===== src/rtl/csc_pkg.sv =====
package csc_pkg;

  localparam int COUNT_BITS   = 16;
  localparam int OUT_CNT_BITS = 16;
  localparam int OP_BITS      = 4;
  localparam int LEN_BITS     = 28;
  localparam int SUM_BITS     = 32;
  localparam int QUEUE_DEPTH  = 4;
  localparam int QPTR_BITS    = $clog2(QUEUE_DEPTH);
  localparam int QCNT_BITS    = $clog2(QUEUE_DEPTH + 1);

  typedef logic [COUNT_BITS-1:0]   cnt_t;
  typedef logic [OUT_CNT_BITS-1:0] out_cnt_t;
  typedef logic [OP_BITS-1:0]      op_bits_t;
  typedef logic [LEN_BITS-1:0]     len_t;
  typedef logic [SUM_BITS-1:0]     sum_t;

  typedef enum logic [OP_BITS-1:0] {
    OP_M  = 4'd0,
    OP_I  = 4'd1,
    OP_D  = 4'd2,
    OP_N  = 4'd3,
    OP_S  = 4'd4,
    OP_H  = 4'd5,
    OP_P  = 4'd6,
    OP_EQ = 4'd7,
    OP_X  = 4'd8
  } op_t;

  // Element position within the CIGAR: first, second, or anything later.
  typedef logic [1:0] pos_t;
  localparam pos_t POS_FIRST  = 2'd0;
  localparam pos_t POS_SECOND = 2'd1;
  localparam pos_t POS_LATER  = 2'd2;

  // One classified element as it travels from the front end to the back end.
  typedef struct packed {
    len_t len;
    logic last;
    logic is_zero;
    logic is_real;
    logic is_clip;
    logic is_s;
    logic is_h;
    logic is_p;
    logic is_i;
    logic is_d;
    logic adds_ref;
    logic adds_padded;
    logic adds_read;
  } entry_t;

  function automatic cnt_t sat_cnt(input cnt_t a, input cnt_t b);
    logic [COUNT_BITS:0] s;
    s = {1'b0, a} + {1'b0, b};
    return s[COUNT_BITS] ? '1 : s[COUNT_BITS-1:0];
  endfunction

  function automatic sum_t sat_sum(input sum_t a, input len_t b);
    logic [SUM_BITS:0] s;
    s = {1'b0, a} + (SUM_BITS + 1)'(b);
    return s[SUM_BITS] ? '1 : s[SUM_BITS-1:0];
  endfunction

endpackage


===== src/rtl/csc_res_if.sv =====
interface csc_res_if;
  import csc_pkg::*;

  logic     valid;
  logic     ready;
  sum_t     ref_length;
  sum_t     padded_ref_length;
  sum_t     read_length;
  logic     left_clipped;
  logic     right_clipped;
  out_cnt_t zero_len_errors;
  out_cnt_t hard_clip_errors;
  out_cnt_t soft_clip_errors;
  out_cnt_t indel_repeat_errors;
  logic     pad_at_end_error;
  out_cnt_t pad_place_errors;
  logic     no_real_op;

  modport source (output valid, output ref_length, output padded_ref_length,
                  output read_length, output left_clipped, output right_clipped,
                  output zero_len_errors, output hard_clip_errors, output soft_clip_errors,
                  output indel_repeat_errors, output pad_at_end_error,
                  output pad_place_errors, output no_real_op, input ready);
  modport sink (input valid, input ref_length, input padded_ref_length,
                input read_length, input left_clipped, input right_clipped,
                input zero_len_errors, input hard_clip_errors, input soft_clip_errors,
                input indel_repeat_errors, input pad_at_end_error,
                input pad_place_errors, input no_real_op, output ready);
endinterface


===== src/rtl/csc_back.sv =====
module csc_back (
  input  logic             clk,
  input  logic             rst,
  input  logic             q_valid,
  input  csc_pkg::entry_t  q_head,
  output logic             pop,
  csc_res_if.source        res
);
  import csc_pkg::*;

  entry_t e;

  logic held_valid, held_is_s, before_real, first_is_h, first_is_clip;
  logic prev_real, real_seen, pad_end, res_valid;
  pos_t held_pos, elem_pos;
  sum_t ref_sum, padded_sum, read_sum;
  cnt_t ins_run, del_run;
  cnt_t cnt_zero, cnt_hard, cnt_soft, cnt_indel, cnt_pad;

  logic held_valid_next, held_is_s_next, before_real_next, first_is_h_next;
  logic first_is_clip_next, real_seen_next, pad_end_next;
  pos_t held_pos_next, elem_pos_next;
  sum_t ref_sum_next, padded_sum_next, read_sum_next;
  cnt_t ins_run_next, del_run_next;
  cnt_t cnt_zero_next, cnt_hard_next, cnt_soft_next, cnt_indel_next, cnt_pad_next;

  logic at_first, soft_bad, pad_bad, hold_s, hold_p, run_break;
  cnt_t indel_add;

  assign e   = q_head;
  // A non-final element never produces a result, so it need not wait for the output slot.
  assign pop = q_valid && (!e.last || !res_valid || res.ready);

  always_comb begin
    at_first  = (elem_pos == POS_FIRST);
    soft_bad  = held_valid && held_is_s &&
                !((e.last && e.is_h) || (held_pos == POS_SECOND && first_is_h));
    pad_bad   = held_valid && !held_is_s && (!before_real || !e.is_real);
    hold_s    = e.is_s && !at_first && !e.last;
    hold_p    = e.is_p && !at_first && !e.last;
    run_break = e.is_p || (e.is_real && !e.is_i && !e.is_d);
    indel_add = e.is_i ? ins_run : (e.is_d ? del_run : '0);

    ref_sum_next    = e.adds_ref    ? sat_sum(ref_sum, e.len)    : ref_sum;
    padded_sum_next = e.adds_padded ? sat_sum(padded_sum, e.len) : padded_sum;
    read_sum_next   = e.adds_read   ? sat_sum(read_sum, e.len)   : read_sum;

    cnt_zero_next  = sat_cnt(cnt_zero, cnt_t'(e.is_zero));
    cnt_hard_next  = sat_cnt(cnt_hard, cnt_t'(e.is_h && !at_first && !e.last));
    cnt_soft_next  = sat_cnt(cnt_soft, cnt_t'(soft_bad));
    cnt_pad_next   = sat_cnt(cnt_pad, cnt_t'(pad_bad));
    cnt_indel_next = sat_cnt(cnt_indel, indel_add);

    ins_run_next = run_break ? '0 : (e.is_i ? sat_cnt(ins_run, cnt_t'(1'b1)) : ins_run);
    del_run_next = run_break ? '0 : (e.is_d ? sat_cnt(del_run, cnt_t'(1'b1)) : del_run);

    held_valid_next  = hold_s || hold_p;
    held_is_s_next   = hold_s ? 1'b1 : (hold_p ? 1'b0 : held_is_s);
    held_pos_next    = (hold_s || hold_p) ? elem_pos : held_pos;
    before_real_next = hold_p ? prev_real : before_real;

    first_is_h_next    = at_first ? e.is_h : first_is_h;
    first_is_clip_next = at_first ? e.is_clip : first_is_clip;
    real_seen_next     = real_seen || e.is_real;
    pad_end_next       = pad_end || (e.is_p && !at_first && e.last);
    elem_pos_next      = (elem_pos == POS_LATER) ? POS_LATER : elem_pos + 1'b1;
  end

  always_ff @(posedge clk) begin
    if (rst || (pop && e.last)) begin
      held_valid    <= 1'b0;
      held_is_s     <= 1'b0;
      held_pos      <= POS_FIRST;
      before_real   <= 1'b0;
      first_is_h    <= 1'b0;
      first_is_clip <= 1'b0;
      prev_real     <= 1'b1;
      real_seen     <= 1'b0;
      pad_end       <= 1'b0;
      elem_pos      <= POS_FIRST;
      ref_sum       <= '0;
      padded_sum    <= '0;
      read_sum      <= '0;
      ins_run       <= '0;
      del_run       <= '0;
      cnt_zero      <= '0;
      cnt_hard      <= '0;
      cnt_soft      <= '0;
      cnt_indel     <= '0;
      cnt_pad       <= '0;
    end else if (pop) begin
      held_valid    <= held_valid_next;
      held_is_s     <= held_is_s_next;
      held_pos      <= held_pos_next;
      before_real   <= before_real_next;
      first_is_h    <= first_is_h_next;
      first_is_clip <= first_is_clip_next;
      prev_real     <= e.is_real;
      real_seen     <= real_seen_next;
      pad_end       <= pad_end_next;
      elem_pos      <= elem_pos_next;
      ref_sum       <= ref_sum_next;
      padded_sum    <= padded_sum_next;
      read_sum      <= read_sum_next;
      ins_run       <= ins_run_next;
      del_run       <= del_run_next;
      cnt_zero      <= cnt_zero_next;
      cnt_hard      <= cnt_hard_next;
      cnt_soft      <= cnt_soft_next;
      cnt_indel     <= cnt_indel_next;
      cnt_pad       <= cnt_pad_next;
    end
  end

  always_ff @(posedge clk) begin
    if (rst) begin
      res_valid <= 1'b0;
    end else if (pop && e.last) begin
      res_valid <= 1'b1;
    end else if (res.ready) begin
      res_valid <= 1'b0;
    end
  end

  always_ff @(posedge clk) begin
    if (pop && e.last) begin
      res.ref_length          <= ref_sum_next;
      res.padded_ref_length   <= padded_sum_next;
      res.read_length         <= read_sum_next;
      res.left_clipped        <= first_is_clip_next;
      res.right_clipped       <= e.is_clip;
      res.zero_len_errors     <= out_cnt_t'(cnt_zero_next);
      res.hard_clip_errors    <= out_cnt_t'(cnt_hard_next);
      res.soft_clip_errors    <= out_cnt_t'(cnt_soft_next);
      res.indel_repeat_errors <= out_cnt_t'(cnt_indel_next);
      res.pad_at_end_error    <= pad_end_next;
      res.pad_place_errors    <= out_cnt_t'(cnt_pad_next);
      res.no_real_op          <= !real_seen_next;
    end
  end

  assign res.valid = res_valid;
endmodule


===== src/flat_wrapper.sv =====
// flat-port wrapper written by rule: the top's interface ports become plain ports
module csc_back_flat import csc_pkg::*;
  (clk, rst, q_valid, q_head, pop, res_valid, res_ref_length, res_padded_ref_length, res_read_length, res_left_clipped, res_right_clipped, res_zero_len_errors, res_hard_clip_errors, res_soft_clip_errors, res_indel_repeat_errors, res_pad_at_end_error, res_pad_place_errors, res_no_real_op, res_ready);
  csc_res_if res_i ();
  input  logic clk;
  input  logic rst;
  input  logic q_valid;
  input  csc_pkg::entry_t q_head;
  output logic pop;
  output wire logic [$bits(res_i.valid)-1:0] res_valid;
  output wire logic [$bits(res_i.ref_length)-1:0] res_ref_length;
  output wire logic [$bits(res_i.padded_ref_length)-1:0] res_padded_ref_length;
  output wire logic [$bits(res_i.read_length)-1:0] res_read_length;
  output wire logic [$bits(res_i.left_clipped)-1:0] res_left_clipped;
  output wire logic [$bits(res_i.right_clipped)-1:0] res_right_clipped;
  output wire logic [$bits(res_i.zero_len_errors)-1:0] res_zero_len_errors;
  output wire logic [$bits(res_i.hard_clip_errors)-1:0] res_hard_clip_errors;
  output wire logic [$bits(res_i.soft_clip_errors)-1:0] res_soft_clip_errors;
  output wire logic [$bits(res_i.indel_repeat_errors)-1:0] res_indel_repeat_errors;
  output wire logic [$bits(res_i.pad_at_end_error)-1:0] res_pad_at_end_error;
  output wire logic [$bits(res_i.pad_place_errors)-1:0] res_pad_place_errors;
  output wire logic [$bits(res_i.no_real_op)-1:0] res_no_real_op;
  input wire logic [$bits(res_i.ready)-1:0] res_ready;
  assign res_valid = res_i.valid;
  assign res_ref_length = res_i.ref_length;
  assign res_padded_ref_length = res_i.padded_ref_length;
  assign res_read_length = res_i.read_length;
  assign res_left_clipped = res_i.left_clipped;
  assign res_right_clipped = res_i.right_clipped;
  assign res_zero_len_errors = res_i.zero_len_errors;
  assign res_hard_clip_errors = res_i.hard_clip_errors;
  assign res_soft_clip_errors = res_i.soft_clip_errors;
  assign res_indel_repeat_errors = res_i.indel_repeat_errors;
  assign res_pad_at_end_error = res_i.pad_at_end_error;
  assign res_pad_place_errors = res_i.pad_place_errors;
  assign res_no_real_op = res_i.no_real_op;
  assign res_i.ready = res_ready;
  csc_back u_core (.clk(clk), .rst(rst), .q_valid(q_valid), .q_head(q_head), .pop(pop), .res(res_i));
endmodule

===== config.mk =====
export PLATFORM = sky130hd
export DESIGN_NAME = csc_back_flat
export DESIGN_NICKNAME = d
export VERILOG_FILES = /design/src/rtl/csc_pkg.sv /design/src/rtl/csc_res_if.sv /design/src/rtl/csc_back.sv /design/src/flat_wrapper.sv
export SDC_FILE = /design/constraint.sdc
export NUM_CORES = 1
export LEC_CHECK = 0
export ABC_AREA = 1
export BUFFER_PORTS_ARGS = -buffer_cell sky130_fd_sc_hd__buf_4
export CORE_MARGIN = 1.5
export CORE_UTILIZATION = 40
export CTS_BUF_LIST = sky130_fd_sc_hd__clkbuf_8
export DETAILED_ROUTE_END_ITERATION = 12
export HOLD_SLACK_MARGIN = 0.15
export MAX_ROUTING_LAYER = met4
export PLACE_DENSITY = 0.58
export SYNTH_ARGS = -nofsm -noshare
export SYNTH_HDL_FRONTEND = slang
export SYNTH_SLANG_ARGS = --single-unit

===== constraint.sdc =====
create_clock -name clk -period 4.5 [get_ports clk]
set_input_delay 0.225 -clock clk [delete_from_list [all_inputs] [get_ports clk]]
set_output_delay 0.225 -clock clk [all_outputs]
set_load 0.02 [all_outputs]

---- Word-level counts from Yosys, hierarchy flattened ----
Index checks and enable logic that the tools add are counted.
operators by class
  equality and inequality tests ........... 2
  shift-type cells ........................ 0
  multipliers ............................. 0
  divide/modulo/power cells ............... 0
  add/sub/neg operators ................... 11
  order comparisons ....................... 0
  muxes and demuxes ....................... 25
  reductions and logical operators ........ 47
  bitwise operators ....................... 0
operators with widths
  kind                                                              number
  16-bit 2-to-1 mux                                                 13
  32-bit 2-to-1 mux                                                 6
  32-bit by 28-bit adder with 33-bit output                         3
  16-bit by 1-bit adder with 17-bit output                          4
  16-bit by 1-bit adder with 17-bit output (second input constant)  2
  16-bit by 16-bit adder with 17-bit output                         1
  1-bit logical AND                                                 17
  2-bit AND reduction                                               6
  1-bit logical NOT                                                 10
  1-bit logical OR                                                  9
  2-bit nonzero test                                                4
  1-bit 2-to-1 mux                                                  5
  2-bit by 1-bit adder with 2-bit output (second input constant)    1
  2-bit by 1-bit == test with 1-bit output (second input constant)  1
  2-bit == test (second input constant)                             1
  2-bit logical NOT                                                 1
  2-bit 2-to-1 mux                                                  1
storage, ports and cells
  output and inout bits ................... 182
  memory bits (read-only) ................. 0
  memories kept ........................... 0
  latch bits .............................. 0
  bits of input ports ..................... 44
  bits in writable memories ............... 0
  register bits after elaboration ......... 401

---- Logic depth before layout (Yosys ltp) ----
  depth after elaboration ................. 7
  gate-level depth with buffers ........... 18
  depth with buffers taken out ............ 18

---- Worst setup path after synthesis ----
OpenSTA, ideal clock, no wires.
  path kind ............................... flip-flop to flip-flop
  start point ............................. register u_core.res_valid (netlist: u_core.res.valid)
  end point ............................... register u_core.res.hard_clip_errors[0], enable pin
  data required time ...................... 3.967 ns
  clock period less this slack ............ 4.779 ns
  cell stages (with the launch flop) ...... 6
  path buffers ............................ 0
  path slack .............................. -0.279 ns
  data arrival time ....................... 4.246 ns
  setup time .............................. 0.533 ns
  cell sequence ........................... dfxtp_1 > inv_1 > nor2_1 > a21oi_2 > nand2_1 > inv_1
on the way
  word-level cells in the longest chain between the ends .. 5
RTL lines
  element                         line              text
  from (decl)                     csc_back.sv:14    logic prev_real, real_seen, pad_end, res_valid;
  from (signal assigned)          csc_back.sv:117   res_valid <= 1'b0;
  from (signal assigned)          csc_back.sv:119   res_valid <= 1'b1;
  from (signal assigned)          csc_back.sv:121   res_valid <= 1'b0;
  1-bit logical NOT               csc_back.sv:32    assign pop = q_valid && (!e.last || !res_valid || res.ready);
  1-bit logical OR (2 in series)  csc_back.sv:32
  1-bit logical AND               csc_back.sv:32
  1-bit logical AND               csc_back.sv:126   if (pop && e.last) begin
  to (signal assigned)            csc_back.sv:133   res.hard_clip_errors <= out_cnt_t'(cnt_hard_next);
  to (decl)                       csc_res_if.sv:21  output zero_len_errors, output hard_clip_errors, output soft_clip_errors,
No other way between the ends.
A chain may end at the register's enable or synchronous reset.

---- Final worst setup path ----
  start point ............................. register u_core.padded_sum[0]
  end point ............................... register u_core.padded_sum[0]
on the way
  word-level cells in the longest chain between the ends .. 3
RTL lines
  element                                    line             text
  from (decl)                                csc_back.sv:16   sum_t ref_sum, padded_sum, read_sum;
  from (signal assigned)                     csc_back.sv:103  padded_sum <= padded_sum_next;
  32-bit by 28-bit adder with 33-bit output  csc_pkg.sv:61    s = {1'b0, a} + (SUM_BITS + 1)'(b);
  32-bit 2-to-1 mux                          csc_pkg.sv:62    return s[SUM_BITS] ? '1 : s[SUM_BITS-1:0];
  32-bit 2-to-1 mux *                        csc_back.sv:45   padded_sum_next = e.adds_padded ? sat_sum(padded_sum, e.len) : padded_sum;
Every way passes the cells marked *; elsewhere a longest branch is shown, timed or not.

==> summary.txt <==
Timing
  – Tmin final: 3.292 ns
  – Hold WS: 0.2095 ns
  – Final setup fails: 0
  – Pins Over Slew Limit: 0
  – Slew headroom: 0.2436
  – RSZ-0062 raised after global routing: false
  – Final Skew: 0.03741 ns
  – TNS Setup: 0 ns
  – Least-Margin Pin Slew: between 1 and 1.5 ns
  – Crit share post-route: 0.7315
  – Max Fclk: 303.8 MHz
  – Final hold vios: 0

Clocking
  – Cts bufs inserted: 76
  – Root buf cell: clkbuf_8
  – CTS tree: done
  – Resized cells post-CTS: 0
  – Clk Latency, worst-skew pair: between 0.6 and 0.7 ns
  – Number of H-tree levels: 3
  – Sink Count: 401
  – Clock transition at the registers of the reported paths: 0.05 ns
  – Clock Tree Buf Depth: 3

Setup path
  – Max stage delay on crit path: 0.59 ns
  – Worst Path Max Fanout: 20
  – CP max stage cell: dlygate4sd3_1
  – Critical Path AT: 3.81 ns
  – CP most frequent cell: nand2_2
  – Worst r2r src: u_core.padded_sum[0]
  – CP endpoint kind: flop
  – Startpoint types: flop
  – R2r endpoint: u_core.padded_sum[0]
  – WP data required: 5.02 ns
  – Reg-to-reg slack, setup: 1.21 ns
  – FF-to-FF path depth: 13
  – WS Path Type: flop to flop
  – Critical Path, Cell by Cell: ha_1 > fa_1 > nand3_1 > nand3_2 > nand2_1 > nand2_2 > nand2_1 > nand2_2 > nand2_2 > nand3_2 > o22ai_1 > dlygate4sd3_1 > a21oi_1

Synthesis
  – Syn_nets: 3771
  – Post-synth EDFFs: 180
  – Mean Syn Cell Area: 7.084 um2
  – Register area share after synthesis: 0.3842
  – Synth cell types: 49
  – Yosys warning total: 0
  – Mapped Area: 25590 um2
  – Syn Inst Count: 3612
  – Async set-reset flop share out of synthesis: 0
  – Register bit count reported by yosys: 401
  – Ys flop type: dfxtp_1

Drt
  – DR pass1 iterations: 5
  – DR iter-0 viols: 1512
  – Final WL: 74.48 mm
  – WL/cell: 15.66 um
  – Residual DRC: 0
  – Number of antenna-violating nets in the routed design: 0
  – Vias/cell: between 4 and 5
  – Vias: 23280

Final layout
  – NumNets Final: 4005
  – Most frequent cells in the layout: nand2_1 (955), inv_1 (713), nor2_1 (246)
  – Commonest non-fill, non-tap cell in the layout: nand2_1
  – Fraction of layout cells with a size suffix above 1: 0.1379
  – Layout Area Growth over Synthesis: 15.99%

Global route
  – Largest net degree at the start of global routing: 229
  – GRT Overall Usage: 0.2321
  – Antenna violations before repair: 1
  – Remaining global-route overflow: 0
  – First-pass GRT wire length: 117.9 mm
  – Vias in the first global route: approximately 22000

Floorplan
  – Chip Height: 255.9 um
  – Ports: around 230
  – Full die area: between 60000 and 70000 um2
  – Core area: between 60000 and 70000 um2
  – Starting Density: 0.4049
  – Die width: 255.9 um
  – Row Count: 92

Min path
  – Hold endpoint: u_core.res.padded_ref_length[1]
  – Worst hold start: q_head[13]
  – Worst hold stages: 4
  – Worst Hold Class: input port to flop

Power
  – Leak: 0.01505 uW
  – Peak supply drop: about 0.19 mV
  – Pwr/cell area: 328.8 nW/um2

Place
  – Final HPWL from detailed placement: roughly 55 mm
  – Gpl congestion: slightly below 1
  – Port-buffer cells: 225

Job
  – Max_cap viols: 0

Outcome
  – Status: complete, no violations
-- where the power goes --
part | leakage [uW] | total (uW) | switching (uW) | internal (uW)
clock network | 0.000891 | 3630 | 1670 | 1970
registers | 0.00353 | 4190 | 133 | 4050
logic | 0.0106 | 1940 | 1290 | 647
total | 0.0151 | 9760 | 3090 | 6670
-- routing by layer --
layer,vias up,share of wire,track usage
met2,547,0.44,0.3597
met3,138,0.057,0.04021
met1,10580,0.47,0.3019
met5,-,0,-
met4,0,0.033,0.08876
li1,12020,-,-
-- worst max-delay path by stage --
| stage | from | endpoint | slack (ns) | cells past startpoint |
|---|---|---|---|---|
| 2_1_floorplan | u_core.res.valid | u_core.res.hard_clip_errors[0] | 0.61 | 5 |
| 3_3_place_gp | q_head[12] | u_core.res.padded_ref_length[9] | 1.57 | 13 |
| 3_5_place_dp | q_head[12] | u_core.res.read_length[4] | 1.48 | 13 |
| 4_1_cts | u_core.padded_sum[0] | u_core.padded_sum[0] | 1.17 | 13 |
| 5_1_grt | u_core.padded_sum[0] | u_core.padded_sum[0] | 0.87 | 13 |
| 6_report | u_core.padded_sum[0] | u_core.padded_sum[0] | 1.21 | 13 |
-- sequential cells by signal (all words and copies together), names as in the netlist, 32 cells and up --
name / flops
u_core.padded_sum: 32
u_core.read_sum: 32
u_core.ref_sum: 32
u_core.res.padded_ref_length: 32
u_core.res.read_length: 32
u_core.res.ref_length: 32
-- metrics by stage --
step           cell area, um2  power, uW  cells  utilization  worst slack [ns]
2_1_floorplan           25590       5570   3612            -            0.6117
3_3_place_gp            27940       6169   4594       0.4421             1.568
3_5_place_dp            27940       6176   4594       0.4421             1.477
4_1_cts                 29670       9885   4754       0.4695             1.170
5_1_grt                 29670      10290   4756       0.4695            0.8672
6_report                29680       9758   4757       0.4696             1.208
-- kinds of logic (layout without fill, tap and decap cells) --
family	Yosys count	in the layout	share of synthesized area
other	0	3	0
AOI/OAI and AO/OA	596	596	0.1321
adders and majority gates	115	115	0.05741
buffers and inverters	798	1094	0.1227
DFF	401	401	0.3842
and+or+nand+nor	1623	1623	0.2766
xor gates and xnor gates	79	79	0.02704
-- layout make-up --
cell class | instances | area [um2]
clock buffer | 88 | 1211
inverter | 699 | 2631
multi-input combinational | 2413 | 12630
tap | 846 | 1059
sequential | 401 | 9829
timing repair buffer | 255 | 1989
fill | 6456 | 33520
antenna | 3 | 7.507
clock inverter | 52 | 316.6
-- what timing repair did --
action,in CTS,in global routing
hold buffers,20,0
endpoints found under the setup margin,0,0
setup buffers,0,0
hold endpoints to repair,60,0
-- cell usage after synthesis (3+ instances only) --
cell type,n,area [um2]
clkbuf_1,54,202.7
nand2_1,956,3588
nor4_1,3,18.77
nand2_2,27,168.9
fa_1,4,80.08
nor3_2,5,50.05
o21bai_1,6,45.04
a31oi_1,8,50.05
nor2_4,13,146.4
buf_2,28,140.1
xor2_1,69,604.3
dfxtp_1,221,4424
o21ai_1,10,50.05
and2_1,7,43.79
inv_1,685,2571
edfxtp_1,180,5405
a21o_1,3,22.52
o21ai_0,228,1141
nand3_2,21,210.2
nor2_1,246,923.4
o22ai_1,29,181.4
and3_1,4,25.02
inv_2,14,52.55
a211oi_2,9,112.6
nor2_2,14,87.58
nand3b_1,5,37.54
or2_2,48,300.3
xnor2_1,10,87.58
o22ai_2,5,62.56
ha_1,111,1389
nor3_1,25,125.1
a211oi_1,4,30.03
o31ai_1,5,37.54
buf_4,3,22.52
a21oi_1,234,1171
o21ai_2,26,227.7
o21a_1,9,67.56
nand4_1,52,325.3
a21oi_2,14,122.6
buf_6,13,146.4
nand3_1,194,970.9
-- worst max-delay path, delay by kind of cell, from the launching register on --
family | cells | cell delay, ns
compound gates | 2 | 0.41
fa+ha+maj | 2 | 0.68
buf+inv | 1 | 0.59
flops | 1 | 0.32
simple gates | 8 | 1.12
Power figures use the tool's default switching activity.
